File: src/rtl/kab_pkg.sv
// kab_pkg: shared sizes, constants, codes and stage structs for the
// kick-angle bilinear compensation block. No dependencies.
package kab_pkg;

   // table geometry
   localparam int ROBOT_COUNT = 16;
   localparam int SPEED_ROWS  = 92;
   localparam int ANGLE_COLS  = 17;

   // field widths
   localparam int ROBOT_W = 4;
   localparam int SPEED_W = 14;
   localparam int ANG_W   = 13;
   localparam int ROW_W   = 7;
   localparam int COL_W   = 5;
   localparam int VAL_W   = 16;
   localparam int CAP_W   = 11;

   // configuration port
   localparam int CSR_IDX_W  = 1;
   localparam int CSR_DATA_W = SPEED_W;
   localparam logic [CSR_IDX_W-1:0] CSR_LOW_SPEED_CUTOFF = 1'b0;
   localparam logic [CSR_IDX_W-1:0] CSR_ANGLE_CAP        = 1'b1;
   localparam logic [SPEED_W-1:0]   CUTOFF_RESET = 14'd160;
   localparam logic [CAP_W-1:0]     CAP_RESET    = 11'd1280;

   // item kind
   localparam logic ACT_LOOKUP = 1'b0;
   localparam logic ACT_WRITE  = 1'b1;

   // arithmetic constants: one cell is 80 units on both axes
   localparam int CELL       = 80;
   localparam int SPEED_LO   = 3120;
   localparam int SPEED_HI   = 10400;
   localparam int S_CAP      = ((SPEED_ROWS - 1) * CELL < SPEED_HI - SPEED_LO) ?
                               (SPEED_ROWS - 1) * CELL : SPEED_HI - SPEED_LO;
   localparam int A_LIMIT    = (ANGLE_COLS - 1) * CELL;
   localparam int ROUND_HALF = CELL * CELL / 2;

   // x/80 = (x>>4)/5, y/5 = (y*205)>>10 for y < 1024
   localparam int CELL_SHIFT = 4;
   localparam int DIV5_MUL   = 205;
   localparam int DIV5_SHIFT = 10;
   // x/6400 = (x>>8)/25, y/25 = (y*K)>>25, exact for y < 2^20
   localparam int AREA_SHIFT  = 8;
   localparam int DIV25_MUL   = 1342178;
   localparam int DIV25_W     = 21;
   localparam int DIV25_SHIFT = 25;

   // datapath widths
   localparam int OFS_W   = 13;   // clamped speed offset, max 7280
   localparam int MAG_W   = CAP_W; // capped angle magnitude
   localparam int WGT_W   = 7;    // 0..80
   localparam int PROD_W  = 24;   // weight * word
   localparam int SUM_W   = 32;   // blended sum, fits in 29 signed bits
   localparam int RND_W   = 28;   // |sum| + half
   localparam int QPROD_W = RND_W - AREA_SHIFT + DIV25_W;
   localparam int QUOT_W  = QPROD_W - DIV25_SHIFT;
   localparam logic signed [VAL_W-1:0] VAL_MAX = 16'sh7FFF;

   // four banks split by row and column parity, so the four corners of
   // a cell always fall in different banks
   localparam int NUM_BANKS  = 4;
   localparam int HALF_ROWS  = (SPEED_ROWS + 1) / 2;
   localparam int HALF_COLS  = (ANGLE_COLS + 1) / 2;
   localparam int BANK_DEPTH = ROBOT_COUNT * HALF_ROWS * HALF_COLS;
   localparam int BANK_AW    = $clog2(BANK_DEPTH);

   typedef logic [BANK_AW-1:0]      bank_addr_type;
   typedef logic signed [VAL_W-1:0] word_type;

   // prep -> table
   typedef struct packed {
      logic                           is_write;
      bank_addr_type [NUM_BANKS-1:0]  rd_addr;
      logic [NUM_BANKS-1:0]           wr_en;
      bank_addr_type                  wr_addr;
      word_type                       wr_data;
      logic                           row_odd;
      logic                           col_odd;
      logic [WGT_W-1:0]               du;
      logic [WGT_W-1:0]               dl;
      logic                           zero;
      logic                           pos;
   } access_type;

   // table -> blend
   typedef struct packed {
      word_type [NUM_BANKS-1:0] word;
      logic                     row_odd;
      logic                     col_odd;
      logic [WGT_W-1:0]         du;
      logic [WGT_W-1:0]         dl;
      logic                     zero;
      logic                     pos;
   } corner_type;

   // blend -> round
   typedef struct packed {
      logic signed [SUM_W-1:0] sum;
      logic                    zero;
      logic                    pos;
   } blend_type;

   function automatic bank_addr_type bank_addr(input logic [ROBOT_W-1:0] robot,
                                               input logic [ROW_W-2:0]   hrow,
                                               input logic [COL_W-2:0]   hcol);
      int lin;
      lin = (int'(robot) * HALF_ROWS + int'(hrow)) * HALF_COLS + int'(hcol);
      return BANK_AW'(lin);
   endfunction

endpackage

File: src/rtl/kab_blend.sv
// kab_blend: four stages - corner products, row sums, row weighting,
// final sum of the bilinear blend. Depends on kab_pkg.
module kab_blend (
   input  logic                clock,
   input  logic                reset,
   input  logic                in_valid,
   output logic                in_ready,
   input  kab_pkg::corner_type in_corner,
   output logic                out_valid,
   input  logic                out_ready,
   output kab_pkg::blend_type  out_blend
);
   import kab_pkg::*;

   logic en_e, en_f, en_g, en_h;

   // stage E
   logic                     e_valid_ff;
   logic signed [PROD_W-1:0] e_prod_ff [NUM_BANKS];
   logic signed [PROD_W-1:0] e_prod_in [NUM_BANKS];
   logic [WGT_W-1:0]         e_du_ff, e_dd_ff;
   logic                     e_zero_ff, e_pos_ff;
   logic [WGT_W-1:0]         dr, dd;
   logic [1:0]               i00, i01, i10, i11;

   // stage F
   logic                     f_valid_ff;
   logic signed [PROD_W-1:0] f_top_ff, f_bot_ff;
   logic [WGT_W-1:0]         f_du_ff, f_dd_ff;
   logic                     f_zero_ff, f_pos_ff;

   // stage G
   logic                     g_valid_ff;
   logic signed [SUM_W-1:0]  g_mt_ff, g_mb_ff;
   logic                     g_zero_ff, g_pos_ff;

   // stage H
   logic                     h_valid_ff;
   blend_type                h_blend_ff;

   always_comb begin
      en_h     = !h_valid_ff || out_ready;
      en_g     = !g_valid_ff || en_h;
      en_f     = !f_valid_ff || en_g;
      en_e     = !e_valid_ff || en_f;
      in_ready = en_e;
   end

   // ---------------- stage E: corner * column weight
   always_comb begin
      dr  = WGT_W'(CELL) - in_corner.dl;
      dd  = WGT_W'(CELL) - in_corner.du;
      // upper row / left column have the opposite parity of row / col
      i00 = {~in_corner.row_odd, ~in_corner.col_odd};
      i01 = {~in_corner.row_odd,  in_corner.col_odd};
      i10 = { in_corner.row_odd, ~in_corner.col_odd};
      i11 = { in_corner.row_odd,  in_corner.col_odd};
      e_prod_in[0] = PROD_W'(signed'({1'b0, dr})) * PROD_W'(in_corner.word[i00]);
      e_prod_in[1] = PROD_W'(signed'({1'b0, in_corner.dl})) * PROD_W'(in_corner.word[i01]);
      e_prod_in[2] = PROD_W'(signed'({1'b0, dr})) * PROD_W'(in_corner.word[i10]);
      e_prod_in[3] = PROD_W'(signed'({1'b0, in_corner.dl})) * PROD_W'(in_corner.word[i11]);
   end

   always_ff @(posedge clock) begin
      if (reset) begin
         e_valid_ff <= 1'b0;
         f_valid_ff <= 1'b0;
         g_valid_ff <= 1'b0;
         h_valid_ff <= 1'b0;
      end else begin
         if (en_e) begin
            e_valid_ff <= in_valid;
         end
         if (en_f) begin
            f_valid_ff <= e_valid_ff;
         end
         if (en_g) begin
            g_valid_ff <= f_valid_ff;
         end
         if (en_h) begin
            h_valid_ff <= g_valid_ff;
         end
      end
   end

   always_ff @(posedge clock) begin
      if (en_e) begin
         for (int k = 0; k < NUM_BANKS; k++) begin
            e_prod_ff[k] <= e_prod_in[k];
         end
         e_du_ff   <= in_corner.du;
         e_dd_ff   <= dd;
         e_zero_ff <= in_corner.zero;
         e_pos_ff  <= in_corner.pos;
      end
   end

   // ---------------- stage F: row sums
   always_ff @(posedge clock) begin
      if (en_f) begin
         f_top_ff  <= e_prod_ff[0] + e_prod_ff[1];
         f_bot_ff  <= e_prod_ff[2] + e_prod_ff[3];
         f_du_ff   <= e_du_ff;
         f_dd_ff   <= e_dd_ff;
         f_zero_ff <= e_zero_ff;
         f_pos_ff  <= e_pos_ff;
      end
   end

   // ---------------- stage G: row * speed weight
   always_ff @(posedge clock) begin
      if (en_g) begin
         g_mt_ff   <= SUM_W'(f_top_ff) * SUM_W'(signed'({1'b0, f_dd_ff}));
         g_mb_ff   <= SUM_W'(f_bot_ff) * SUM_W'(signed'({1'b0, f_du_ff}));
         g_zero_ff <= f_zero_ff;
         g_pos_ff  <= f_pos_ff;
      end
   end

   // ---------------- stage H: blended sum
   always_ff @(posedge clock) begin
      if (en_h) begin
         h_blend_ff.sum  <= g_mt_ff + g_mb_ff;
         h_blend_ff.zero <= g_zero_ff;
         h_blend_ff.pos  <= g_pos_ff;
      end
   end

   assign out_valid = h_valid_ff;
   assign out_blend = h_blend_ff;

endmodule

File: config.mk
export PLATFORM = sky130hd
export DESIGN_NAME = kab_blend
export DESIGN_NICKNAME = d
export VERILOG_FILES = /design/src/rtl/kab_pkg.sv /design/src/rtl/kab_blend.sv
export SDC_FILE = /design/constraint.sdc
export NUM_CORES = 2
export LEC_CHECK = 0
export BUFFER_PORTS_ARGS = -buffer_cell sky130_fd_sc_hd__buf_2
export CELL_PAD_IN_SITES_DETAIL_PLACEMENT = 0
export CELL_PAD_IN_SITES_GLOBAL_PLACEMENT = 2
export CORE_MARGIN = 4
export CORE_UTILIZATION = 40
export CTS_BUF_LIST = sky130_fd_sc_hd__clkbuf_2
export CTS_CLUSTER_DIAMETER = 80
export DETAILED_ROUTE_END_ITERATION = 8
export HOLD_SLACK_MARGIN = 0.08
export PLACE_DENSITY = 0.76
export SYNTH_ARGS = -nofsm -noshare
export SYNTH_HDL_FRONTEND = slang
export SYNTH_SLANG_ARGS = --single-unit
File: constraint.sdc
create_clock -name clock -period 9.5 [get_ports clock]
set_input_delay 1.425 -clock clock [delete_from_list [all_inputs] [get_ports clock]]
set_output_delay 1.425 -clock clock [all_outputs]
set_load 0.005 [all_outputs]
---- Word level (Yosys, flattened, before mapping) ----
Memories as Yosys holds them, arrays and structs flattened.
Cells that the tools add are included.
storage, ports and cells
  flip-flop bits (word level) ............. 184
  memory bits (writable) .................. 96
  input bits .............................. 86
  output and inout port bits .............. 36
  logic and storage cells ................. 57
  memories ................................ 1
memory list
  name       depth  bits a word  read ports  clocked after Yosys merged registers in  wr ports  RTL line         source
  e_prod_ff  4      24           4           0                                        4         kab_blend.sv:19  logic signed [PROD_W-1:0] e_prod_ff [NUM_BANKS];
cells by class
  add/sub/neg operators ................... 5
  multiply operators ...................... 6
  order comparisons ....................... 4
  muxes and demuxes ....................... 10
  bitwise gates (word level) .............. 2
  reductions and logical operators ........ 8
operator list
  cell                 count
  $bmux 16 s2          4
  $mul 8x16->24        4
  $mul 24x8->32        2
  $mux 16              4
  $add 24x24->24       2
  $add 32x32->32       1
  $sub 7x7->7 const A  2
  $lt 2x3->1 const B   4
  $logic_not 1->1      4
  $logic_or 1x1->1     4
  $mux 1               2
  $not 1->1            2

---- Depth between registers and ports, before layout ----
  word-level depth ........................ 7
  mapped depth ............................ 27
  mapped depth without buffers ............ 24

---- Worst setup path before layout ----
No wires, ideal clock.
  path kind ............................... input to register
  from .................................... input port in_corner[2] (netlist name)
  to ...................................... memory e_prod_ff[0][22], data pin
  setup time .............................. 0.258 ns
  arrival ................................. 7.106 ns
  data required time ...................... 9.242 ns
  path slack .............................. 2.137 ns
  stages on the path ...................... 23
  buffers on the path ..................... 3
  path through ............................ clkbuf_1 -> clkinv_1 -> clkbuf_1 -> ha_1 -> nor3b_1 -> xnor2_1 -> clkbuf_1 -> nor2_1 -> fa_1 -> fa_1 -> fa_1 -> inv_1 -> fa_1 -> inv_1 -> ha_1 -> and2_1 -> a221oi_2 -> a31oi_1 -> nor2b_1 -> or4_1 -> a31o_1 -> a21oi_1 -> xnor2_1
RTL lines
  what         RTL line         source
  from (decl)  kab_blend.sv:8   input kab_pkg::corner_type in_corner,
  to (decl)    kab_blend.sv:19

==> metrics.md <==
| Metric | Value |
|---|---|
| Outcome | `complete, no violations` |
| Core area | `slightly above 100,000 sq um` |
| Post-DP HPWL | `around 82,000 microns` |
| Unrepaired setup endpoints after global routing | `no` |
| Clock buffer depth | `3` |
| Die height | `~330 microns` |
| Max Slew Vio Count | `0` |
| Critical path launch point type | `primary input` |
| Crit-path max FO | `26` |
| Final hold violation count | `0` |
| YS warnings | `0` |
| Layout cells sized above 1 | `0.08313` |
| Total GRT Usage | `0.1890` |
| Async S/R FF share, synth | `0` |
| Register area share after synthesis | `0.2010` |
| Rows | `between 100 and 150` |
| # Post-CTS Setup Buffers | `0` |
| Post-synth top cells | `inv_1, fa_1, and2_1` |
| Net Count, Synth | `5,312` |
| Setup tns final | `0 ns` |
| Antenna-violating nets left | `0` |
| Hold_buf cts | `0` |
| IO Count | `roughly 120` |
| Synth Cell Area | `between 40,000 and 50,000 sq um` |
| Area growth, synth to finish | `7.203%` |
| Filler Cell Count | `10,280` |
| CTS Buf Count | `80` |
| Starting DRT DRC Count | `approximately 1,200` |
| Clock skew | `0.07202 ns` |
| Total grt overflow | `0` |
| Clk_lat worst skew | `between 1 and 1.5 ns` |
| Nature of the critical path endpoint | `register` |
| Die W | `329.4 microns` |
| Clock-pin transition on the worst setup and hold timing paths | `roughly 0.10 ns` |
| TritonRoute pass-1 iters | `5` |
| Post-synth EDFFs | `274` |
| Synthesized flop and latch total | `between 200 and 300` |
| Pin count of the biggest net entering global routing | `67` |
| Routability cong. | `about 0.83` |
| Clock Tree Root | `clkbuf_2` |
| Post-Syn Instances | `~4,200` |
| Fin nets | `between 5,000 and 6,000` |
| Post-CTS Resized | `0` |
| Initial antenna violation count | `11` |
| First-pass GRT wire length | `162,800 microns` |
| CP Class | `primary input to register` |
| Synth top area cells | `fa_1, edfxtp_1, ha_1, inv_1, and2_1` |
| Fmax | `about 0.14 GHz` |
| Synth Area per Inst | `between 9 and 10 sq um` |
| I/O Buffers | `~120` |
| CTS tree | `yes` |
| DRC violations left | `0` |
| Top cell type's share of synthesized area | `0.2902` |
| Max-cap violations | `0` |
| Worst EP arrival | `around 7.7 ns` |
| Most frequent cell after synthesis | `inv_1` |
| Top cell type by total area after synthesis | `fa_1` |
| Worst Tran Pin Value | `approximately 1.0 ns` |
| Htree depth | `3` |
| Vias | `between 20,000 and 30,000` |
| CP required | `10.26 ns` |
| Average vias per placed instance | `around 4.9` |
| DIE AREA | `~110,000 sq um` |
| Setup Viol. Count Final | `0` |
| CTS Sinks | `between 200 and 300` |
| Total Routed Length | `roughly 99,000 microns` |
| Clock period minus worst slack | `~7.0 ns` |
| Ys flop type | `edfxtp_1` |
| Vias in the first global route | `roughly 30,000` |
| Fin crit share | `0.7356` |
| Yosys cell types | `just under 90` |
| Initial standard-cell utilization of the core | `0.4044` |
| WL/cell | `approximately 17 microns` |
| Slew margin rel. | `0.3003` |
| HP Class | `register to register` |
flip-flops by register name (all words and copies together) (netlist names), 7 cells and up:
register / count
e_prod_ff: 96
f_du_ff: 7
g_mb_ff: 32
f_top_ff: 24
out_blend: 34
e_du_ff: 7
f_bot_ff: 24
g_mt_ff: 32
final cells by class:
class	count	area (sq um)	area share
timing repair buffer	148	810.8	0.01830
sequential	278	8308	0.1875
inverter	842	3161	0.07134
multi-input combinational	3010	29540	0.6668
clock inverter	30	215.2	0.004858
clock buffer	107	535.5	0.01209
antenna	8	20.02	0.0004519
tap	1368	1712	0.03864
kinds of logic after synthesis:
kind of cell	synth area share
simple gates	0.1466
fa+ha+maj	0.4128
buf+inv	0.08511
compound gates	0.08063
flops	0.2010
xor+xnor	0.04620
mux	0.02764
worst paths after layout:
path / startpoint / to / slack [ns] / cells past startpoint
min: g_pos_ff / out_blend[0] / 0.42 / 0
max: in_corner[17] / e_prod_ff[2][23] / 2.51 / 21
min reg2reg: g_pos_ff / out_blend[0] / 0.42 / 0
max reg2reg: f_dd_ff[4] / g_mt_ff[24] / 3.54 / 19
worst max-delay path: stages:
cell	delay, ns
buf_2	0.45
clkinv_1	0.69
o21ai_1	0.70
nand2b_1	0.20
fa_1	0.45
fa_1	0.55
inv_1	0.05
fa_1	0.47
inv_1	0.05
fa_1	0.47
inv_1	0.04
ha_1	0.30
o21ai_0	0.24
a21oi_1	0.11
o211ai_1	0.28
a2bb2oi_1	0.42
o21ai_0	0.21
a211oi_1	0.26
o21bai_1	0.11
a21oi_1	0.18
xnor2_1	0.08
stage by stage:
stage / std cells / setup slack [ns] / hold WS [ns] / utilization / cell area, sq um
after floorplan: 4222 / 2.137 / 0.4003 / - / 41320
after detailed placement: 5646 / 1.592 / 0.4045 / 0.4260 / 43530
after global placement: 5646 / 1.638 / 0.4012 / 0.4260 / 43530
after CTS: 5783 / 2.775 / 0.3809 / 0.4334 / 44280
after global routing: 5787 / 2.238 / 0.4189 / 0.4335 / 44290
final: 5791 / 2.512 / 0.4216 / 0.4336 / 44300
per-layer routing:
metal,global-route usage,vias up,part of all wire
met2,0.3076,407,0.45
met5,0,-,0.00013
met4,0.05626,2,0.028
met3,0.02425,109,0.037
met1,0.2649,13860,0.48
li1,-,13740,-
layout by cell type, fill, tap and decap left out, types with 6 or more instances in the layout:
cell	n
a211oi_1	10
a21boi_0	6
a21o_1	75
a21oi_1	170
a31oi_1	11
and2_1	430
and3_1	13
buf_2	120
buf_4	28
clkbuf_2	107
clkinv_1	17
clkinv_2	7
diode_2	8
edfxtp_1	274
fa_1	599
ha_1	405
inv_1	839
mux2_2	13
mux2i_1	14
mux4_2	38
nand2_1	295
nand2b_1	39
nand3_1	29
nand4_1	7
nor2_1	282
nor2b_1	38
nor3_1	38
o211ai_1	11
o21a_1	26
o21ai_0	74
o21ai_1	39
o21bai_1	19
o31ai_1	7
or2_2	10
xnor2_1	162
xor2_1	52
Power is left out: the tool's default activity adds up to more than one toggle a clock period on the data nets, which glitch-free logic cannot reach.
