`src/rtl/kab_pkg.sv`:
```
// kab_pkg: shared sizes, constants, codes and stage structs for the
// kick-angle bilinear compensation block. No dependencies.
package kab_pkg;

   // table geometry
   localparam int ROBOT_COUNT = 16;
   localparam int SPEED_ROWS  = 92;
   localparam int ANGLE_COLS  = 17;

   // field widths
   localparam int ROBOT_W = 4;
   localparam int SPEED_W = 14;
   localparam int ANG_W   = 13;
   localparam int ROW_W   = 7;
   localparam int COL_W   = 5;
   localparam int VAL_W   = 16;
   localparam int CAP_W   = 11;

   // configuration port
   localparam int CSR_IDX_W  = 1;
   localparam int CSR_DATA_W = SPEED_W;
   localparam logic [CSR_IDX_W-1:0] CSR_LOW_SPEED_CUTOFF = 1'b0;
   localparam logic [CSR_IDX_W-1:0] CSR_ANGLE_CAP        = 1'b1;
   localparam logic [SPEED_W-1:0]   CUTOFF_RESET = 14'd160;
   localparam logic [CAP_W-1:0]     CAP_RESET    = 11'd1280;

   // item kind
   localparam logic ACT_LOOKUP = 1'b0;
   localparam logic ACT_WRITE  = 1'b1;

   // arithmetic constants: one cell is 80 units on both axes
   localparam int CELL       = 80;
   localparam int SPEED_LO   = 3120;
   localparam int SPEED_HI   = 10400;
   localparam int S_CAP      = ((SPEED_ROWS - 1) * CELL < SPEED_HI - SPEED_LO) ?
                               (SPEED_ROWS - 1) * CELL : SPEED_HI - SPEED_LO;
   localparam int A_LIMIT    = (ANGLE_COLS - 1) * CELL;
   localparam int ROUND_HALF = CELL * CELL / 2;

   // x/80 = (x>>4)/5, y/5 = (y*205)>>10 for y < 1024
   localparam int CELL_SHIFT = 4;
   localparam int DIV5_MUL   = 205;
   localparam int DIV5_SHIFT = 10;
   // x/6400 = (x>>8)/25, y/25 = (y*K)>>25, exact for y < 2^20
   localparam int AREA_SHIFT  = 8;
   localparam int DIV25_MUL   = 1342178;
   localparam int DIV25_W     = 21;
   localparam int DIV25_SHIFT = 25;

   // datapath widths
   localparam int OFS_W   = 13;   // clamped speed offset, max 7280
   localparam int MAG_W   = CAP_W; // capped angle magnitude
   localparam int WGT_W   = 7;    // 0..80
   localparam int PROD_W  = 24;   // weight * word
   localparam int SUM_W   = 32;   // blended sum, fits in 29 signed bits
   localparam int RND_W   = 28;   // |sum| + half
   localparam int QPROD_W = RND_W - AREA_SHIFT + DIV25_W;
   localparam int QUOT_W  = QPROD_W - DIV25_SHIFT;
   localparam logic signed [VAL_W-1:0] VAL_MAX = 16'sh7FFF;

   // four banks split by row and column parity, so the four corners of
   // a cell always fall in different banks
   localparam int NUM_BANKS  = 4;
   localparam int HALF_ROWS  = (SPEED_ROWS + 1) / 2;
   localparam int HALF_COLS  = (ANGLE_COLS + 1) / 2;
   localparam int BANK_DEPTH = ROBOT_COUNT * HALF_ROWS * HALF_COLS;
   localparam int BANK_AW    = $clog2(BANK_DEPTH);

   typedef logic [BANK_AW-1:0]      bank_addr_type;
   typedef logic signed [VAL_W-1:0] word_type;

   // prep -> table
   typedef struct packed {
      logic                           is_write;
      bank_addr_type [NUM_BANKS-1:0]  rd_addr;
      logic [NUM_BANKS-1:0]           wr_en;
      bank_addr_type                  wr_addr;
      word_type                       wr_data;
      logic                           row_odd;
      logic                           col_odd;
      logic [WGT_W-1:0]               du;
      logic [WGT_W-1:0]               dl;
      logic                           zero;
      logic                           pos;
   } access_type;

   // table -> blend
   typedef struct packed {
      word_type [NUM_BANKS-1:0] word;
      logic                     row_odd;
      logic                     col_odd;
      logic [WGT_W-1:0]         du;
      logic [WGT_W-1:0]         dl;
      logic                     zero;
      logic                     pos;
   } corner_type;

   // blend -> round
   typedef struct packed {
      logic signed [SUM_W-1:0] sum;
      logic                    zero;
      logic                    pos;
   } blend_type;

   function automatic bank_addr_type bank_addr(input logic [ROBOT_W-1:0] robot,
                                               input logic [ROW_W-2:0]   hrow,
                                               input logic [COL_W-2:0]   hcol);
      int lin;
      lin = (int'(robot) * HALF_ROWS + int'(hrow)) * HALF_COLS + int'(hcol);
      return BANK_AW'(lin);
   endfunction

endpackage

```
`src/rtl/kab_prep.sv`:
```
// kab_prep: three stages - clamp/cap, cell index and weights, bank addresses.
// Depends on kab_pkg.
module kab_prep (
   input  logic                           clock,
   input  logic                           reset,
   input  logic                           in_valid,
   output logic                           in_ready,
   input  logic                           in_action,
   input  logic [kab_pkg::ROBOT_W-1:0]    in_robot,
   input  logic [kab_pkg::SPEED_W-1:0]    in_ball_speed,
   input  logic signed [kab_pkg::ANG_W-1:0] in_angle_diff,
   input  logic [kab_pkg::ROW_W-1:0]      in_row_addr,
   input  logic [kab_pkg::COL_W-1:0]      in_col_addr,
   input  logic signed [kab_pkg::VAL_W-1:0] in_entry_value,
   input  logic [kab_pkg::SPEED_W-1:0]    low_speed_cutoff,
   input  logic [kab_pkg::CAP_W-1:0]      angle_cap,
   output logic                           out_valid,
   input  logic                           out_ready,
   output kab_pkg::access_type            out_access
);
   import kab_pkg::*;

   logic en_a, en_b, en_c;

   // stage A
   logic                 a_valid_ff;
   logic                 a_write_ff, a_legal_ff, a_zero_ff, a_pos_ff;
   logic [ROBOT_W-1:0]   a_robot_ff;
   logic [OFS_W-1:0]     a_s_ff;
   logic [MAG_W-1:0]     a_a_ff;
   logic [ROW_W-1:0]     a_row_addr_ff;
   logic [COL_W-1:0]     a_col_addr_ff;
   word_type             a_data_ff;
   logic [SPEED_W-1:0]   spd_clamp, spd_ofs;
   logic [ANG_W-1:0]     ang_raw, ang_mag, ang_lim;
   logic [OFS_W-1:0]     a_s_in;
   logic [MAG_W-1:0]     a_a_in;
   logic                 a_legal_in, a_zero_in, a_pos_in;

   // stage B
   logic                 b_valid_ff;
   logic                 b_write_ff, b_legal_ff, b_zero_ff, b_pos_ff;
   logic [ROBOT_W-1:0]   b_robot_ff;
   logic [ROW_W-1:0]     b_row_ff;
   logic [COL_W-1:0]     b_col_ff;
   logic [WGT_W-1:0]     b_du_ff, b_dl_ff;
   word_type             b_data_ff;
   logic [ROW_W-1:0]     row_q, row_l;
   logic [COL_W-1:0]     col_q, col_l;
   logic [ROW_W-1:0]     b_row_in;
   logic [COL_W-1:0]     b_col_in;
   logic [WGT_W-1:0]     b_du_in, b_dl_in;

   // stage C
   logic                 c_valid_ff;
   access_type           c_access_ff;
   access_type           c_access_in;
   logic [ROW_W-1:0]     rsel;
   logic [COL_W-1:0]     csel;

   // ceil-style cell index: floor((x+79)/80)
   function automatic logic [ROW_W-1:0] cell_index(input logic [SPEED_W-1:0] x);
      logic [SPEED_W-1:0]            up;
      logic [SPEED_W-CELL_SHIFT-1:0] y;
      logic [SPEED_W+3:0]            p;
      up = x + SPEED_W'(CELL - 1);
      y  = up[SPEED_W-1:CELL_SHIFT];
      p  = (SPEED_W + 4)'(y) * (SPEED_W + 4)'(DIV5_MUL);
      return ROW_W'(p >> DIV5_SHIFT);
   endfunction

   always_comb begin
      en_c     = !c_valid_ff || out_ready;
      en_b     = !b_valid_ff || en_c;
      en_a     = !a_valid_ff || en_b;
      in_ready = en_a;
   end

   // ---------------- stage A: clamp speed, cap angle magnitude
   always_comb begin
      spd_clamp = in_ball_speed;
      if (in_ball_speed < SPEED_W'(SPEED_LO)) begin
         spd_clamp = SPEED_W'(SPEED_LO);
      end else if (in_ball_speed > SPEED_W'(SPEED_HI)) begin
         spd_clamp = SPEED_W'(SPEED_HI);
      end
      spd_ofs = spd_clamp - SPEED_W'(SPEED_LO);
      if (spd_ofs > SPEED_W'(S_CAP)) begin
         spd_ofs = SPEED_W'(S_CAP);
      end
      a_s_in = OFS_W'(spd_ofs);

      ang_raw = in_angle_diff;
      ang_mag = ang_raw[ANG_W-1] ? ANG_W'(~ang_raw + 1'b1) : ang_raw;
      ang_lim = ang_mag;
      if (ang_lim > ANG_W'(angle_cap)) begin
         ang_lim = ANG_W'(angle_cap);
      end
      if (ang_lim > ANG_W'(A_LIMIT)) begin
         ang_lim = ANG_W'(A_LIMIT);
      end
      a_a_in = MAG_W'(ang_lim);

      a_zero_in  = (32'(in_robot) >= ROBOT_COUNT) || (in_ball_speed < low_speed_cutoff);
      a_pos_in   = !ang_raw[ANG_W-1] && (ang_raw != '0);
      a_legal_in = (32'(in_robot) < ROBOT_COUNT) && (32'(in_row_addr) < SPEED_ROWS) &&
                   (32'(in_col_addr) < ANGLE_COLS);
   end

   always_ff @(posedge clock) begin
      if (reset) begin
         a_valid_ff <= 1'b0;
      end else if (en_a) begin
         a_valid_ff <= in_valid;
      end
   end

   always_ff @(posedge clock) begin
      if (en_a) begin
         a_write_ff    <= (in_action == ACT_WRITE);
         a_legal_ff    <= a_legal_in;
         a_zero_ff     <= a_zero_in;
         a_pos_ff      <= a_pos_in;
         a_robot_ff    <= in_robot;
         a_s_ff        <= a_s_in;
         a_a_ff        <= a_a_in;
         a_row_addr_ff <= in_row_addr;
         a_col_addr_ff <= in_col_addr;
         a_data_ff     <= in_entry_value;
      end
   end

   // ---------------- stage B: cell index and corner weights
   always_comb begin
      row_q = cell_index(SPEED_W'(a_s_ff));
      col_q = COL_W'(cell_index(SPEED_W'(a_a_ff)));
      row_l = (row_q == '0) ? ROW_W'(1) : row_q;
      col_l = (col_q == '0) ? COL_W'(1) : col_q;
      b_du_in = WGT_W'(SPEED_W'(a_s_ff) - SPEED_W'(row_l - 1'b1) * SPEED_W'(CELL));
      b_dl_in = WGT_W'(SPEED_W'(a_a_ff) - SPEED_W'(col_l - 1'b1) * SPEED_W'(CELL));
      // a write item carries its own address through the same fields
      b_row_in = a_write_ff ? a_row_addr_ff : row_l;
      b_col_in = a_write_ff ? a_col_addr_ff : col_l;
   end

   always_ff @(posedge clock) begin
      if (reset) begin
         b_valid_ff <= 1'b0;
      end else if (en_b) begin
         b_valid_ff <= a_valid_ff;
      end
   end

   always_ff @(posedge clock) begin
      if (en_b) begin
         b_write_ff <= a_write_ff;
         b_legal_ff <= a_legal_ff;
         b_zero_ff  <= a_zero_ff;
         b_pos_ff   <= a_pos_ff;
         b_robot_ff <= a_robot_ff;
         b_row_ff   <= b_row_in;
         b_col_ff   <= b_col_in;
         b_du_ff    <= b_du_in;
         b_dl_ff    <= b_dl_in;
         b_data_ff  <= a_data_ff;
      end
   end

   // ---------------- stage C: per-bank addresses
   // bank {p,q} holds rows of parity p and columns of parity q
   always_comb begin
      rsel = b_row_ff;
      csel = b_col_ff;
      c_access_in.is_write = b_write_ff;
      c_access_in.wr_addr  = bank_addr(b_robot_ff, b_row_ff[ROW_W-1:1], b_col_ff[COL_W-1:1]);
      c_access_in.wr_data  = b_data_ff;
      c_access_in.row_odd  = b_row_ff[0];
      c_access_in.col_odd  = b_col_ff[0];
      c_access_in.du       = b_du_ff;
      c_access_in.dl       = b_dl_ff;
      c_access_in.zero     = b_zero_ff;
      c_access_in.pos      = b_pos_ff;
      for (int k = 0; k < NUM_BANKS; k++) begin
         rsel = (b_row_ff[0] == k[1]) ? b_row_ff : b_row_ff - 1'b1;
         csel = (b_col_ff[0] == k[0]) ? b_col_ff : b_col_ff - 1'b1;
         c_access_in.rd_addr[k] = bank_addr(b_robot_ff, rsel[ROW_W-1:1], csel[COL_W-1:1]);
         c_access_in.wr_en[k]   = b_write_ff && b_legal_ff &&
                                  (2'(k) == {b_row_ff[0], b_col_ff[0]});
      end
   end

   always_ff @(posedge clock) begin
      if (reset) begin
         c_valid_ff <= 1'b0;
      end else if (en_c) begin
         c_valid_ff <= b_valid_ff;
      end
   end

   always_ff @(posedge clock) begin
      if (en_c) begin
         c_access_ff <= c_access_in;
      end
   end

   assign out_valid  = c_valid_ff;
   assign out_access = c_access_ff;

endmodule

```
`config.mk`:
```
export PLATFORM = sky130hd
export DESIGN_NAME = kab_prep
export DESIGN_NICKNAME = d
export VERILOG_FILES = /design/src/rtl/kab_pkg.sv /design/src/rtl/kab_prep.sv
export SDC_FILE = /design/constraint.sdc
export NUM_CORES = 1
export LEC_CHECK = 0
export BUFFER_PORTS_ARGS = -buffer_cell sky130_fd_sc_hd__buf_4
export CAP_MARGIN = 20
export CORE_AREA = 3 3 241 148
export CTS_CLUSTER_DIAMETER = 40
export DETAILED_ROUTE_END_ITERATION = 12
export DIE_AREA = 0 0 244 151
export PLACE_DENSITY = 0.64
export SYNTH_ARGS = -nofsm -noshare
export SYNTH_HDL_FRONTEND = slang
export SYNTH_SLANG_ARGS = --single-unit
export TNS_END_PERCENT = 20
```
`constraint.sdc`:
```
create_clock -name clock -period 9.35 [get_ports clock]
set_input_delay 1.87 -clock clock [delete_from_list [all_inputs] [get_ports clock]]
set_output_delay 1.87 -clock clock [all_outputs]
set_load 0.005 [all_outputs]
```
# After elaboration in Yosys (flattened, before gate mapping)
# Cells that the tools add are included.
# Widths: inputs -> output; s select.
dict set report totals {
  regBits 217
  in_bits 89
  output_inout_bits 106
  wordCells 105
}
dict set report op_classes {
  addsub 18
  mul 8
  order_cmp 8
  n_eq_ne 3
  mux 12
  bitwise 1
  reduce_logical 18
}
# op count
set op_table {}
lappend op_table {{$add 32x7->32} 2}
lappend op_table {{$mul 32x5->13 const B} 2}
lappend op_table {{$add 13x5->13} 4}
lappend op_table {{$mul 14x3->3 const B} 2}
lappend op_table {{$mux 14} 2}
lappend op_table {{$mux 7} 4}
lappend op_table {{$mux 13} 2}
lappend op_table {{$mux 5} 4}
lappend op_table {{$mul 10x8->17 const B} 1}
lappend op_table {{$mul 8x8->15 const B} 1}
lappend op_table {{$add 13x7->14 const B} 1}
lappend op_table {{$gt 14x13->1 const B} 1}
lappend op_table {{$gt 14x14->1 const B} 1}
lappend op_table {{$lt 14x12->1 const B} 1}
lappend op_table {{$lt 14x14->1} 1}
lappend op_table {{$sub 14x12->14 const B} 1}
lappend op_table {{$sub 7x7->7} 2}
lappend op_table {{$add 13x1->13 const B} 1}
lappend op_table {{$add 13x4->13} 1}
lappend op_table {{$gt 13x11->1} 1}
lappend op_table {{$gt 13x11->1 const B} 1}
lappend op_table {{$mul 11x4->13 const B} 1}
lappend op_table {{$not 13->13} 1}
lappend op_table {{$reduce_bool 13->1} 1}
lappend op_table {{17 further kinds} 29}

# Longest topological paths before layout
dict set report depth {
  depth_word 7
  depth_mapped 29
  ltp_nobuf 29
}

# Least setup slack after synthesis
# Ideal clock, no wire load.
dict set report synth_path {
  kind {register to register}
  start {register a_s_ff[3]}
  end {register b_du_ff[6], data pin}
  t_arrival_ps 6449
  t_required_ps 9088
  path_slack_ps 2639
  stages_incl_launch_ff 29
  synth_period_minus_slack_ps 6711
  path_cell_list {edfxtp_1 > nor4_4 > nor2_1 > a21oi_1 > nor2b_1 > nand3_1 > nor2_1 > xor2_1 > ha_1 > inv_1 > fa_1 > inv_1 > fa_1 > fa_1 > ha_1 > a21o_1 > a31o_2 > a2111o_1 > a41oi_1 > a2bb2oi_1 > o31ai_1 > nor2_1 > a41oi_2 > ha_1 > fa_1 > xnor2_1 > xnor2_1 > xnor2_1 > xnor2_1}
}
dict set report synth_between {
  elab_chain_len 7
}
# item line
set synth_lines {}
lappend synth_lines {{from (decl)} kab_prep.sv:29} ;# logic [OFS_W-1:0] a_s_ff;
lappend synth_lines {{from (signal assigned)} kab_prep.sv:125} ;# a_s_ff <= a_s_in;
lappend synth_lines {{$add 13x7->14} kab_prep.sv:66} ;# up = x + SPEED_W'(CELL - 1);
lappend synth_lines {{$mul 10x8->17} kab_prep.sv:68} ;# p = (SPEED_W + 4)'(y) * (SPEED_W + 4)'(DIV5_MUL);
lappend synth_lines {{$logic_not 7->1} kab_prep.sv:137} ;# row_l = (row_q == '0) ? ROW_W'(1) : row_q;
lappend synth_lines {{$mux 7} kab_prep.sv:137}
lappend synth_lines {{$sub 7x1->8} kab_prep.sv:139} ;# b_du_in = WGT_W'(SPEED_W'(a_s_ff) - SPEED_W'(row_l - 1'b1) * SPEED_W'(CELL));
lappend synth_lines {{$mul 14x3->3} kab_prep.sv:139}
lappend synth_lines {{$sub 7x7->7 (*)} kab_prep.sv:139}
lappend synth_lines {{via b_du_in[6]} kab_prep.sv:52} ;# logic [WGT_W-1:0] b_du_in, b_dl_in;
lappend synth_lines {{to (signal assigned)} kab_prep.sv:163} ;# b_du_ff <= b_du_in;
lappend synth_lines {{to (decl)} kab_prep.sv:46} ;# logic [WGT_W-1:0] b_du_ff, b_dl_ff;
# The timed path passes the listed nets; every way through them passes the cells marked *.
# A chain may end at the register's enable or synchronous reset.

# Final worst setup path
# Ends and elaborated chain as after synthesis.

==> results.cfg <==
[cts]
post-cts-setup-buffer-count = 0
ctsResizeCount = 0
cts_tree = built
cts-root-buf = clkbuf_16
cts_hold_buffers = 0
clk_latency_ns = 0.56
cts.sink_count = 217
cts_buffers = 29
clkTransAtPathRegs_ns = 0.07
cts_buffer_depth = 3
htreeDepth = 1

[setup_path]
worst_path_max_delay_cell = fa_1
reg2reg_slack_ns = 2.10
critPathLaunch = a_s_ff[3]
worstSetupPathType = reg -> reg
cp.arrival_ns = 7.55
regToRegEndpoint = b_du_ff[6]
crit_path_max_fanout = 5
r2r_start = a_s_ff[3]
slowest_delay_ns = 0.51
critPathLaunchType = flop
end_kind = flop
crit_required_ns = 9.65
r2r_cells = 28
endpoint = b_du_ff[6]

[logic_synthesis]
yosysTopAreaCellShare_pct = 42.5
synth_common_cells = 229 x ha_1, 214 x edfxtp_1, 180 x inv_1
yosysTopAreaCell = edfxtp_1
synth.area.top_cells = edfxtp_1 43%, ha_1 19%, xnor2_1 6.1%
synth_edf_count = 214
syn_area_um2 = 15100
synth-seq-area-share_pct = 42.9
syn_nets = 1665
avgSynthCellArea_um2 = 11.6
async_reset_ff_share_pct = 0
yosysWarnings = 0
synth_seq_cells = 217
netlist-cell-type-count = 75
synth_cells = 1303
synth_most_common_cell = ha_1
synth-main-ff-cell = edfxtp_1

[finish]
fin_nets = 1878
syn_to_final_growth_pct = 19.8
diodes = 0
drive_above_1_share_pct = 17.9

[routing]
dr.max_layer_used = met5
postRouteWirelength_mm = 32.4
routedWlPerCell_um = 16.2
antenna_left = 0
vias = 9910
first_pass_iters = 5
drt_iter0_drc = 519
drt-vias-per-instance = 4.96
route.met3.wl_mm = 2.60
met1Wirelength_mm = 16.1
drc = 0
wl_met2_mm = 13.3

[floorplanning]
core_area_um2 = 33600
num_rows = 52
fp.dieW_um = 244
die-area_um2 = 36800
start_util_pct = 45.0
die_y_um = 151
pin_count = 195

[timing]
finClkSkew_ns = 0.0121
rsz0062_at_grt = false
tightestPinTransition_ns = 0.966
fin_crit_sh_pct = 77.6
fmax_ghz = 0.138
setup_viol = 0
min_period_ns = 7.25
relSlewSlack_pct = 35.6
fin_tns_setup_ns = 0
hold_viol_final = 0
fin_hold_ws_ns = 0.415
maxSlewViolCount = 0

[placed_design]
gp_congestion = 0.879
place.detailed.hpwl_mm = 25.7
port_buffers = 194

[global_route]
grt_overflow_total = 0
grt_max_degree = 71
grt_first_pass_wirelength_mm = 52.8
track_usage_pct = 17.9
grt_antenna_before_repair = 1
grt_pass1_vias = 10044

[run_status]
status = finished clean

[run]
maxCapViolations = 0

[min_path]
hp-class = reg -> reg
holdPathStages = 0
placed cells by master, fill, tap and decap left out, drive strengths merged, types with 13 or more instances in the layout:
cell type	count
ha	229
edfxtp	214
buf	197
inv	191
xnor2	109
nor2	68
a21oi	65
nand2	62
xor2	47
fa	44
o21ai	39
clkbuf	31
a21o	28
nor2b	24
o21bai	16
nor3	15
nand2b	15
nand3	14
mux2i	14
and3	13
logic make-up after synthesis:
kind of cell	synth area share, %
AO/OA/AOI/OAI	8.55
XOR/XNOR	9.24
adder cells (fa/ha/maj)	24.8
buffers and inverters	4.89
flip-flops	42.9
multiplexers	1.25
AND/OR/NAND/NOR	8.36
flip-flops by register name (all words and copies together) (netlist names), 4 cells and up:
name           count
b_dl_ff            7
b_col_ff           5
b_row_ff           7
b_du_ff            7
a_robot_ff         4
a_a_ff            11
a_s_ff            13
a_col_addr_ff      5
b_data_ff         16
a_row_addr_ff      7
b_robot_ff         4
a_data_ff         16
out_access       104
critical path: cells and delay by family, from the launching register on:
| kind | cells | cell delay [ns] |
|---|---|---|
| compound gates | 8 | 1.69 |
| xor+xnor | 5 | 0.77 |
| flops | 1 | 0.43 |
| buf+inv | 2 | 0.11 |
| fa+ha+maj | 7 | 2.97 |
| simple gates | 6 | 1.04 |
layout make-up:
cell class | instances | area [um2]
inverters | 180 | 678
multi-input cells | 891 | 7890
flip-flops and latches | 217 | 6490
clock buffers | 31 | 733
well taps | 459 | 574
clock inverters | 22 | 265
repair buffers | 197 | 1480
fillers | 2967 | 15500
through the flow:
stage / cell area, um2 / std cells / setup WS (ns) / util, %
after floorplan: 15100 / 1303 / 2.64 / -
after global placement: 17100 / 1944 / 2.23 / 51.0
after detailed placement: 17100 / 1944 / 2.07 / 51.0
after CTS: 18100 / 1997 / 2.06 / 53.9
after global routing: 18100 / 1997 / 1.46 / 53.9
final: 18100 / 1997 / 2.10 / 53.9
worst min-delay path by stage:
stage	start	end	slack, ns
finish	a_data_ff[3]	b_data_ff[3]	0.41
global placement	a_data_ff[9]	b_data_ff[9]	0.40
global route	b_data_ff[15]	out_access[33]	0.43
detailed placement	a_data_ff[12]	b_data_ff[12]	0.40
floorplan	a_data_ff[0]	b_data_ff[0]	0.40
CTS	b_data_ff[8]	out_access[26]	0.42
metal layers:
layer  global-route usage (%)  up-vias
met5                        0        -
met4                     3.14        2
met3                     6.05       41
met2                     26.4      228
met1                     25.8     4638
li1                         -     5001
Power is left out: the tool's default activity adds up to more than one toggle a clock period on the data nets, which glitch-free logic cannot reach.
