==> src/rtl/kab_pkg.sv <==
// kab_pkg: shared sizes, constants, codes and stage structs for the
// kick-angle bilinear compensation block. No dependencies.
package kab_pkg;

   // table geometry
   localparam int ROBOT_COUNT = 16;
   localparam int SPEED_ROWS  = 92;
   localparam int ANGLE_COLS  = 17;

   // field widths
   localparam int ROBOT_W = 4;
   localparam int SPEED_W = 14;
   localparam int ANG_W   = 13;
   localparam int ROW_W   = 7;
   localparam int COL_W   = 5;
   localparam int VAL_W   = 16;
   localparam int CAP_W   = 11;

   // configuration port
   localparam int CSR_IDX_W  = 1;
   localparam int CSR_DATA_W = SPEED_W;
   localparam logic [CSR_IDX_W-1:0] CSR_LOW_SPEED_CUTOFF = 1'b0;
   localparam logic [CSR_IDX_W-1:0] CSR_ANGLE_CAP        = 1'b1;
   localparam logic [SPEED_W-1:0]   CUTOFF_RESET = 14'd160;
   localparam logic [CAP_W-1:0]     CAP_RESET    = 11'd1280;

   // item kind
   localparam logic ACT_LOOKUP = 1'b0;
   localparam logic ACT_WRITE  = 1'b1;

   // arithmetic constants: one cell is 80 units on both axes
   localparam int CELL       = 80;
   localparam int SPEED_LO   = 3120;
   localparam int SPEED_HI   = 10400;
   localparam int S_CAP      = ((SPEED_ROWS - 1) * CELL < SPEED_HI - SPEED_LO) ?
                               (SPEED_ROWS - 1) * CELL : SPEED_HI - SPEED_LO;
   localparam int A_LIMIT    = (ANGLE_COLS - 1) * CELL;
   localparam int ROUND_HALF = CELL * CELL / 2;

   // x/80 = (x>>4)/5, y/5 = (y*205)>>10 for y < 1024
   localparam int CELL_SHIFT = 4;
   localparam int DIV5_MUL   = 205;
   localparam int DIV5_SHIFT = 10;
   // x/6400 = (x>>8)/25, y/25 = (y*K)>>25, exact for y < 2^20
   localparam int AREA_SHIFT  = 8;
   localparam int DIV25_MUL   = 1342178;
   localparam int DIV25_W     = 21;
   localparam int DIV25_SHIFT = 25;

   // datapath widths
   localparam int OFS_W   = 13;   // clamped speed offset, max 7280
   localparam int MAG_W   = CAP_W; // capped angle magnitude
   localparam int WGT_W   = 7;    // 0..80
   localparam int PROD_W  = 24;   // weight * word
   localparam int SUM_W   = 32;   // blended sum, fits in 29 signed bits
   localparam int RND_W   = 28;   // |sum| + half
   localparam int QPROD_W = RND_W - AREA_SHIFT + DIV25_W;
   localparam int QUOT_W  = QPROD_W - DIV25_SHIFT;
   localparam logic signed [VAL_W-1:0] VAL_MAX = 16'sh7FFF;

   // four banks split by row and column parity, so the four corners of
   // a cell always fall in different banks
   localparam int NUM_BANKS  = 4;
   localparam int HALF_ROWS  = (SPEED_ROWS + 1) / 2;
   localparam int HALF_COLS  = (ANGLE_COLS + 1) / 2;
   localparam int BANK_DEPTH = ROBOT_COUNT * HALF_ROWS * HALF_COLS;
   localparam int BANK_AW    = $clog2(BANK_DEPTH);

   typedef logic [BANK_AW-1:0]      bank_addr_type;
   typedef logic signed [VAL_W-1:0] word_type;

   // prep -> table
   typedef struct packed {
      logic                           is_write;
      bank_addr_type [NUM_BANKS-1:0]  rd_addr;
      logic [NUM_BANKS-1:0]           wr_en;
      bank_addr_type                  wr_addr;
      word_type                       wr_data;
      logic                           row_odd;
      logic                           col_odd;
      logic [WGT_W-1:0]               du;
      logic [WGT_W-1:0]               dl;
      logic                           zero;
      logic                           pos;
   } access_type;

   // table -> blend
   typedef struct packed {
      word_type [NUM_BANKS-1:0] word;
      logic                     row_odd;
      logic                     col_odd;
      logic [WGT_W-1:0]         du;
      logic [WGT_W-1:0]         dl;
      logic                     zero;
      logic                     pos;
   } corner_type;

   // blend -> round
   typedef struct packed {
      logic signed [SUM_W-1:0] sum;
      logic                    zero;
      logic                    pos;
   } blend_type;

   function automatic bank_addr_type bank_addr(input logic [ROBOT_W-1:0] robot,
                                               input logic [ROW_W-2:0]   hrow,
                                               input logic [COL_W-2:0]   hcol);
      int lin;
      lin = (int'(robot) * HALF_ROWS + int'(hrow)) * HALF_COLS + int'(hcol);
      return BANK_AW'(lin);
   endfunction

endpackage

==> src/rtl/kab_round.sv <==
// kab_round: two stages - round |sum|/6400 by reciprocal multiply, then
// sign, zero force and saturation into the output register. Depends on kab_pkg.
module kab_round (
   input  logic                           clock,
   input  logic                           reset,
   input  logic                           in_valid,
   output logic                           in_ready,
   input  kab_pkg::blend_type             in_blend,
   output logic                           out_valid,
   input  logic                           out_ready,
   output logic signed [kab_pkg::VAL_W-1:0] out_compensation
);
   import kab_pkg::*;

   logic en_i, en_j;

   logic                 i_valid_ff;
   logic [QPROD_W-1:0]   i_prod_ff;
   logic                 i_neg_ff, i_zero_ff;
   logic [SUM_W-1:0]     sum_mag;
   logic [RND_W-1:0]     rnd;
   logic [QPROD_W-1:0]   i_prod_in;

   logic                 j_valid_ff;
   word_type             j_comp_ff;
   logic [QUOT_W-1:0]    quot;
   logic [QUOT_W:0]      quot_x;
   word_type             j_comp_in;

   always_comb begin
      en_j     = !j_valid_ff || out_ready;
      en_i     = !i_valid_ff || en_j;
      in_ready = en_i;
   end

   // ---------------- stage I: magnitude, round half away, times 1/25
   always_comb begin
      sum_mag   = in_blend.sum[SUM_W-1] ? SUM_W'(-in_blend.sum) : SUM_W'(in_blend.sum);
      rnd       = RND_W'(sum_mag + SUM_W'(ROUND_HALF));
      i_prod_in = QPROD_W'(rnd[RND_W-1:AREA_SHIFT]) * QPROD_W'(DIV25_MUL);
   end

   always_ff @(posedge clock) begin
      if (reset) begin
         i_valid_ff <= 1'b0;
         j_valid_ff <= 1'b0;
      end else begin
         if (en_i) begin
            i_valid_ff <= in_valid;
         end
         if (en_j) begin
            j_valid_ff <= i_valid_ff;
         end
      end
   end

   always_ff @(posedge clock) begin
      if (en_i) begin
         i_prod_ff <= i_prod_in;
         // zero angle counts as negative
         i_neg_ff  <= in_blend.sum[SUM_W-1] ^ !in_blend.pos;
         i_zero_ff <= in_blend.zero;
      end
   end

   // ---------------- stage J: zero force, sign and saturate
   always_comb begin
      quot   = i_prod_ff[QPROD_W-1:DIV25_SHIFT];
      quot_x = {1'b0, quot};
      if (i_zero_ff) begin
         j_comp_in = '0;
      end else if (i_neg_ff) begin
         j_comp_in = VAL_W'(~quot_x + 1'b1);
      end else if (quot > QUOT_W'(VAL_MAX)) begin
         j_comp_in = VAL_MAX;
      end else begin
         j_comp_in = VAL_W'(quot);
      end
   end

   always_ff @(posedge clock) begin
      if (en_j) begin
         j_comp_ff <= j_comp_in;
      end
   end

   assign out_valid        = j_valid_ff;
   assign out_compensation = j_comp_ff;

endmodule

==> config.mk <==
export PLATFORM = sky130hd
export DESIGN_NAME = kab_round
export DESIGN_NICKNAME = d
export VERILOG_FILES = /design/src/rtl/kab_pkg.sv /design/src/rtl/kab_round.sv
export SDC_FILE = /design/constraint.sdc
export NUM_CORES = 1
export LEC_CHECK = 0
export BUFFER_PORTS_ARGS = -buffer_cell sky130_fd_sc_hd__buf_2
export CORE_UTILIZATION = 37
export CTS_CLUSTER_SIZE = 8
export DETAILED_ROUTE_END_ITERATION = 7
export HOLD_SLACK_MARGIN = 0.02
export PLACE_DENSITY = 0.56
export SLEW_MARGIN = 40
export SYNTH_ARGS = -nofsm -noshare
export SYNTH_HDL_FRONTEND = slang
export SYNTH_SLANG_ARGS = --single-unit
==> constraint.sdc <==
create_clock -name clock -period 8.9 [get_ports clock]
set_input_delay 0 -clock clock [delete_from_list [all_inputs] [get_ports clock]]
set_output_delay 0 -clock clock [all_outputs]
set_load 0.01 [all_outputs]
== Word level (Yosys, flattened, before mapping) ==
Cells that the tools add are included.
Storage, ports and cells
  register bits after elaboration: 60
Operators by class
  add/sub/neg operators: 3
  $mul: 1
  magnitude comparators: 1
  mux-type cells: 3
  bitwise operators: 2
  reductions and logical operators: 5
Operators with widths (number)
  multiplier 20 x 20 -> 40 bit (second input constant): 1
  2-to-1 mux 16 bit: 2
  adder 28 x 12 -> 28 bit (second input constant): 1
  2-to-1 mux 28 bit: 1
  negator 28 bit: 1
  adder 16 x 1 -> 16 bit (second input constant): 1
  greater-than comparator 16 x 15 -> 1 bit (second input constant): 1
  inverter 16 bit: 1
  zero test 1 bit: 3
  logical OR 1 bit: 2
  XOR 1 bit: 1

== Depth between registers and ports, before layout ==
Gate-level depths: netlist (run 1).
  word-level depth: 4
  gate-level depth with buffers: 36

== Worst setup path after synthesis (run 1) ==
OpenSTA, ideal clock, no wires.
  kind: input port to flip-flop
  start point: in in_blend[11] (netlist bit)
  end point: reg i_prod_ff[39], data pin
  data arrival time: 8243 ps
  data required time: 8642 ps
  slack: 399 ps
  stages: 28
  buffers on the path: 1
  path through: buf_4 > or4_4 > or4b_4 > or3_1 > a41oi_1 > nor4_2 > a311oi_1 > a41oi_1 > xnor2_1 > ha_1 > fa_1 > inv_1 > fa_1 > inv_1 > fa_1 > fa_1 > fa_1 > ha_1 > ha_1 > and3_1 > nand2_1 > or4_1 > and3_1 > a22o_1 > a21oi_1 > a211o_1 > a21oi_1 > xnor2_1
On the way
  word-level cells in the longest chain between the ends: 4
RTL lines
  start, declared: line kab_round.sv:8  | input kab_pkg::blend_type in_blend,
  negator 28 bit: line kab_round.sv:38  | sum_mag = in_blend.sum[SUM_W-1] ? SUM_W'(-in_blend.sum) : SUM_W'(in_blend.sum);
  2-to-1 mux 28 bit (*): line kab_round.sv:38
  adder 28 x 12 -> 28 bit (*): line kab_round.sv:39  | rnd = RND_W'(sum_mag + SUM_W'(ROUND_HALF));
  multiplier 20 x 20 -> 40 bit (*): line kab_round.sv:40  | i_prod_in = QPROD_W'(rnd[RND_W-1:AREA_SHIFT]) * QPROD_W'(DIV25_MUL);
  net i_prod_in[39]: line kab_round.sv:22  | logic [QPROD_W-1:0] i_prod_in;
  end signal, assigned: line kab_round.sv:59  | i_prod_ff <= i_prod_in;
  end, declared: line kab_round.sv:18  | logic [QPROD_W-1:0] i_prod_ff;
Mark *: on every way through the listed nets, which the timed path passes. The rest lies on a longest branch.
A chain may end at the register's enable or synchronous reset.

== Final worst setup path (run 1) ==
  start point: in in_blend[10] (netlist bit)
  end point: reg i_prod_ff[39], data pin
Same word-level chain as after synthesis.

==> metrics.txt, run 1 <==
largest net degree at the start of global routing=22; first-pass detailed-route iteration total=5; Synth-to-Final Area Change=10.8%; IO Port Bufs=52; design area=0.0117 mm2; Die ar.=0.0291 mm2; Hold Slack=approximately 0.04 ns; std cell rows=between 60 and 70; synth unique cells=80; Max-Cap Viols=0; Mapped Nets=1513; GRT overflow=0; effective utilization at floorplan=0.378; Setup crit start=in_blend[10]; fill count=approximately 2800; CTS tree=built; n_diodes=0; fin crit share=0.942; hpwl dp=slightly above 20000 um; crit path kind=in -> reg; Hold Violations, Final=0; DRC viols=0; Final Wtd Congestion=around 0.85; vias in the first global route=7691; post-CTS setup buffers=0; Netlist Area Pre-Place=0.0105 mm2; Largest stage delay, worst path=0.56 ns; crit-path most repeated cell=fa_1; Antenna Nets Post-Route=0; worst-skew pair later-pin latency=0.27 ns; min cycle time layout=between 8 and 9 ns; CTS sink count=36; worst min path class=in -> reg; status=completed; CTS clk-pin slew, worst paths=about 0.050 ns; unrepaired setup endpoints after global routing=no; DR iter-0 viols=roughly 300; asr flop ratio synth=0; Yosys top cell area share=0.270; final setup fails=0; worst r2r src=i_prod_ff[27]; Arr. time, crit path=about 8.4 ns; Cells after Synth=1114; post-synth top area cell=fa_1; CTS buffer count=5; Core Footprint=~0.028 mm2; chip height=roughly 170 um; Post-Route Setup TNS=0 ns; Slew Viols, Final=0; Max FO, Critical Path=10; fraction of layout cells with a size suffix above 1=0.115; post-synthesis sequential area ratio=0.101; Crit. End Element=flip-flop; CTS Root Cell=clkbuf_16; Critical Path RT=a little under 9 ns; EDFF count, synth=34; Most used DFF post-synth=edfxtp_1; slew at the pin with the worst max-slew slack=just over 0.8 ns; Post-Route WL=around 23000 um; CP max-delay cell=or4_4; Worst setup SP type=input port; Via Count=7582; Synth top cells by count=283 x inv_1, 219 x ha_1, 142 x fa_1; FF+latch count, synth=36; nets=approximately 1600; H-tree Lvls=2; Yosys warning total=0; Max Freq=approximately 120 MHz; mean cell area of the mapped netlist=9.44 um2; CTS Buffer Depth=2; via/cell ratio=~4.8; antenna violations before repair=1; WL/cell=about 15 um; top-count cell post-synth=inv_1; first-pass GRT wire length=between 30000 and 40000 um; Area contributors post-synth=fa_1 27%, ha_1 26%, inv_1 10%; Post-Route Skew=~0.0033 ns; Ports=56; Post-Place Cell Area=about 0.011 mm2; width of the die=around 170 um; GRT Total Usage=0.165; Hold Startpoint=out_ready; relative slew slack=0.454
final cells by class:
type / instances / area, um2 / share of cell area
clock buffer: 6 / 139 / 0.0119
clock inverter: 2 / 10.0 / 0.000859
inverter: 287 / 1080 / 0.0924
multi-input combinational: 770 / 8290 / 0.711
sequential: 36 / 1060 / 0.0910
tap: 378 / 473 / 0.0406
timing repair buffer: 95 / 603 / 0.0517
stage by stage:
step / util / cells / setup WS (ns)
floorplan: - / 1114 / 0.399
global placement: 0.412 / 1563 / 0.292
detailed placement: 0.412 / 1563 / 0.216
CTS: 0.418 / 1574 / 0.451
global route: 0.418 / 1574 / 0.0314
finish: 0.418 / 1574 / 0.519
cells in the final DEF, fill, tap and decap left out, types with 11 or more instances in the layout:
cell type	count
a21o_1	12
nor3_1	18
buf_2	52
inv_1	283
ha_1	219
nand3_1	21
a21oi_1	35
xor2_1	24
edfxtp_1	34
buf_4	39
fa_1	142
a211oi_1	11
o21ai_0	27
xnor2_1	41
nand2_1	22
nor2_1	59
routing by layer:
layer	track usage	routed length [um]	up-vias
li1	-	-	3813
met5	0	0	-
met1	0.224	11100	3630
met2	0.293	10900	118
met3	0.00786	548	21
met4	0.0290	338	0
critical path: cells and delay by family:
kind	cells	cell delay [ns]
adder cells (fa/ha/maj)	8	3.44
XOR/XNOR	2	0.57
AO/OA/AOI/OAI	7	1.40
buffers and inverters	3	0.26
AND/OR/NAND/NOR	8	2.74
flip-flops by register name, summed over array words and instances, names as in the netlist:
name and flops:
i_neg_ff 1, i_prod_ff 16, i_valid_ff 1, i_zero_ff 1, out_compensation 16, out_valid 1
path summary, 6_finish.rpt:
path,cells after the start,to,slack [ns]
max,28,i_prod_ff[39],0.52
min,4,out_valid,0.04
max reg2reg,8,out_compensation[13],6.37
min reg2reg,2,out_valid,0.51
what timing repair did:
item / 4_1_cts / 5_1_grt
endpoints found under the hold margin: 3 / 0
hold buffers: 3 / 0
resized for setup: 0 / 0
cell families (layout without fill, tap and decap cells):
group,after synthesis,after routing,share of synthesized area
adder cells (fa/ha/maj),361,361,0.531
AO/OA/AOI/OAI,147,147,0.0954
flip-flops,36,36,0.101
multiplexers,7,7,0.00714
AND/OR/NAND/NOR,187,187,0.0956
XOR/XNOR,68,68,0.0588
buffers and inverters,308,390,0.111
Power of run 1 is not shown: default switching activity piles up to over one toggle a cycle in this logic, so the estimate is an artifact.
==> run 2: changes to the inputs <==
CORE_ASPECT_RATIO = 2   (was not set)
SLEW_MARGIN = not set   (was 40)
==> run 2 against run 1 <==
Effect of this change:
- wire length increased by 14%
- cell count decreased by 1.1%
- final area rose by 0.26%
- sequential cell count unchanged
- clock skew about the same
- via count rose by 2.3%
- fmax fell by 0.74%
- die area grew 0.14%
- global-route usage is 2.8 points higher
- sequential share of layout area is essentially flat
- first-iteration DRC count decreased by 38%
==> metrics.txt, run 2 (synthesis results as in run 1) <==
status=completed; Worst setup SP type=input port; setup slack, reg-to-reg=approximately 6.3 ns; Reg2Reg Depth=8; most frequent cells in the layout=283 x inv_1, 219 x ha_1, 142 x fa_1; Crit. End Element=flip-flop; Critical Path RT=just under 9 ns; commonest non-fill, non-tap cell in the layout=inv_1; Slew Viols, Final=0; slew at the pin with the worst max-slew slack=a little under 1 ns; n_diodes=0; Max FO, Critical Path=10; M2 GR Usage=0.419; fin crit share=0.949; CTS clk-pin slew, worst paths=roughly 0.050 ns; Largest stage delay, worst path=roughly 0.6 ns; Synth-to-Final Area Change=11.1%; IO Port Bufs=between 50 and 60; fraction of layout cells with a size suffix above 1=0.117; final setup fails=0; unrepaired setup endpoints after global routing=no; CTS Buffer Depth=2; Post-Route Setup TNS=0 ns; Arr. time, crit path=between 8 and 9 ns; first-pass GRT wire length=42800 um; Max Freq=approximately 120 MHz; std cell rows=87; Post-Route Skew=about 0.0035 ns; CP max-delay cell=xnor2_1; Final Wtd Congestion=between 0.8 and 0.9; Post-Route WL=26100 um; GR peak layer=met2; DR iter-0 viols=185; Via Count=about 7800; met3 usage=0.00830; Reg-to-Reg End=out_compensation[13]; via/cell ratio=4.99; met1 Track Usage GR=0.157; design area=0.0117 mm2; Worst Hold Depth=4; chip height=~240 um; Hold Violations, Final=0; CTS buffer count=5; Multi-input gate area=~0.0083 mm2; first-pass detailed-route iteration total=4; DRC viols=0; worst-skew pair later-pin latency=between 0.2 and 0.3 ns; antenna violations before repair=0; width of the die=approximately 120 um; worst r2r src=i_prod_ff[28]; hold endpoint=out_valid; crit path kind=in -> reg; effective utilization at floorplan=0.375; vias in the first global route=about 8700; Antenna Nets Post-Route=0; Max-Cap Viols=0; fill count=2869; nets=around 1600; relative slew slack=0.357; hpwl dp=24100 um; Die ar.=roughly 0.029 mm2; WL/cell=16.8 um; H-tree Lvls=2; GRT Total Usage=0.194; FF+latch area=approximately 0.0011 mm2; worst min path class=in -> reg; CTS tree=built; Ports=between 50 and 60; GRT overflow=0; Setup crit start=in_blend[10]; min cycle time layout=between 8 and 9 ns; Hold Startpoint=out_ready; largest net degree at the start of global routing=24; crit-path most repeated cell=fa_1; CTS sink count=36; post-CTS setup buffers=0; Post-Place Cell Area=roughly 0.011 mm2; Core Footprint=around 0.028 mm2; CTS Root Cell=clkbuf_16
-- run 2: cell types whose count changed in the layout (fill, tap and decap cells not counted), sizes merged --
cell,change
buf,+5
clkbuf,-1
-- run 2: worst max path at each step --
| stage | to |
|---|---|
| detailed placement | i_prod_ff[40] |
| CTS | i_prod_ff[40] |
| global route | i_prod_ff[40] |
| global placement | i_prod_ff[40] |
| floorplan | i_prod_ff[39] |
| finish | i_prod_ff[40] |
-- run 2: cell type report --
type                    count  share of cell area
flip-flops and latches     36              0.0908
clock buffers               5              0.0107
inverters                 287              0.0922
well taps                 356              0.0381
multi-input cells         770               0.712
repair buffers            100              0.0559
clock inverters             2            0.000643
-- run 2: critical path: cells and delay by family --
kind	cells	cell delay (ns)
buf+inv	4	0.44
compound gates	6	0.92
simple gates	8	2.78
fa+ha+maj	8	3.46
xor+xnor	3	0.86
-- run 2: timing repair --
action / in CTS / in global routing
gates resized for setup: 0 / 4
hold buffers: 3 / 0
endpoints found under the setup margin: 0 / 6
endpoints found under the hold margin: 3 / 0
-- run 2: layer usage --
| metal | routed length (um) | up-vias |
|---|---|---|
| met1 | 8140 | 3737 |
| met2 | 15600 | 134 |
| li1 | - | 3819 |
| met5 | 0 | - |
| met3 | 309 | 67 |
| met4 | 2070 | 0 |
-- run 2: through the flow --
stage	hold WS, ns	cells	util	setup slack (ns)
2_1_floorplan	0.0724	1114	-	0.399
3_3_place_gp	0.175	1546	0.409	0.153
3_5_place_dp	0.185	1546	0.409	0.0642
4_1_cts	0.0274	1556	0.415	0.335
5_1_grt	0.0658	1556	0.416	0.0188
6_report	0.0316	1556	0.416	0.457
Power of run 2 is left out for the same reason.
==> run 3: changes to the inputs <==
PLACE_DENSITY = 0.62   (was 0.56)
==> run 3 against run 2 <==
Effect of this change:
- die area unchanged
- hold slack worse by 0.0057 ns
- via count grew 0.68%
- wire length is 0.93% lower
- final area is 0.23% higher
- non-clock buffer count grew 4
- register-to-register slack about the same
- first-iteration DRC count up 8.6%
- sequential share of layout area about the same
- global-route usage shrank 0.42 points
- critical path type unchanged
==> metrics.txt, run 3 (synthesis results as in run 1) <==
Max Freq=~120 MHz; GRT Total Usage=0.189; fill count=2784; Post-Route Setup TNS=0 ns; CTS sink count=36; Setup crit start=in_blend[10]; CTS buffer count=5; Worst setup SP type=input port; H-tree Lvls=2; worst r2r src=i_prod_ff[28]; Die ar.=0.0291 mm2; setup slack, reg-to-reg=6.27 ns; Post-Route Skew=between 0.003 and 0.004 ns; final setup fails=0; hold endpoint=out_valid; largest net degree at the start of global routing=23; WL/cell=16.6 um; Core Footprint=~0.028 mm2; crit path kind=in -> reg; unrepaired setup endpoints after global routing=no; Hold Startpoint=out_ready; nets=approximately 1600; CTS tree=built; n_diodes=0; Largest stage delay, worst path=roughly 0.64 ns; CTS clk-pin slew, worst paths=~0.050 ns; first-pass GRT wire length=about 42000 um; fraction of layout cells with a size suffix above 1=0.123; Post-Place Cell Area=between 0.01 and 0.015 mm2; hpwl dp=~24000 um; CP max-delay cell=fa_1; slew at the pin with the worst max-slew slack=about 0.94 ns; final design utilization=0.417; DR iter-0 viols=between 200 and 250; chip height=~240 um; most frequent cells in the layout=283 x inv_1, 219 x ha_1, 142 x fa_1; Reg2Reg Depth=8; GRT overflow=0; Reg-to-Reg End=out_compensation[13]; crit-path most repeated cell=fa_1; CTS Buffer Depth=2; Final Wtd Congestion=0.976; vias in the first global route=~8600; Arr. time, crit path=between 8 and 9 ns; Max-Cap Viols=0; DRC viols=0; Crit. End Element=flip-flop; Ports=between 50 and 60; IO Port Bufs=between 50 and 60; via/cell ratio=roughly 5; status=completed; Buffers & Inverters on Critical Path=6; Worst Hold Depth=4; worst min path class=in -> reg; Hold Violations, Final=0; Via Count=roughly 7800; CP top delay family=adder cells; first-pass detailed-route iteration total=4; Antenna Nets Post-Route=0; fin crit share=0.955; Synth-to-Final Area Change=11.3%; antenna violations before repair=0; width of the die=~120 um; worst-skew pair later-pin latency=0.28 ns; Slew Viols, Final=0; std cell rows=87; Max FO, Critical Path=10; post-CTS setup buffers=0; design area=around 0.012 mm2; Post-Route WL=around 26000 um; min cycle time layout=~8.5 ns; commonest non-fill, non-tap cell in the layout=inv_1; CTS Root Cell=clkbuf_16; relative slew slack=0.368; effective utilization at floorplan=0.375; Critical Path RT=between 8 and 9 ns
run 3: layout make-up:
type / count / area, um2 / area share
multi-input combinational: 770 / 8330 / 0.711
inverter: 287 / 1080 / 0.0920
sequential: 36 / 1060 / 0.0906
timing repair buffer: 104 / 658 / 0.0562
tap: 356 / 445 / 0.0380
clock buffer: 5 / 125 / 0.0107
clock inverter: 3 / 13.8 / 0.00118
run 3: worst max path at each step:
| stage | end | slack [ns] | cells after the start |
|---|---|---|---|
| floorplan | i_prod_ff[39] | 0.40 | 28 |
| global placement | i_prod_ff[39] | 0.19 | 30 |
| detailed placement | i_prod_ff[39] | 0.09 | 30 |
| CTS | i_prod_ff[39] | 0.35 | 30 |
| global route | i_prod_ff[37] | 0.01 | 32 |
| finish | i_prod_ff[39] | 0.40 | 31 |
run 3: worst register-to-register path, delay by kind of cell, from the launching register on:
kind / cells / cell delay, ns
mux: 1 / 0.23
flops: 1 / 0.47
compound gates: 1 / 0.25
simple gates: 6 / 1.41
run 3: per-layer routing:
layer	GRT usage	routed length, um
met3	0.0104	428
met1	0.157	8000
met4	0.153	2450
met5	0	0
met2	0.392	15000
run 3: per-stage QoR:
stage / setup WS, ns / hold WS (ns) / instances
6_report: 0.403 / 0.0259 / 1561
5_1_grt: 0.0107 / 0.0920 / 1561
4_1_cts: 0.350 / 0.0230 / 1561
3_5_place_dp: 0.0866 / 0.188 / 1550
3_3_place_gp: 0.194 / 0.180 / 1550
2_1_floorplan: 0.399 / 0.0724 / 1114
run 3: repair_timing:
item                                    in CTS  in global routing
gates resized for setup                      0                  6
endpoints found under the setup margin       0                  6
hold buffers                                 3                  0
hold endpoints to repair                     3                  0
Power of run 3 is left out for the same reason.
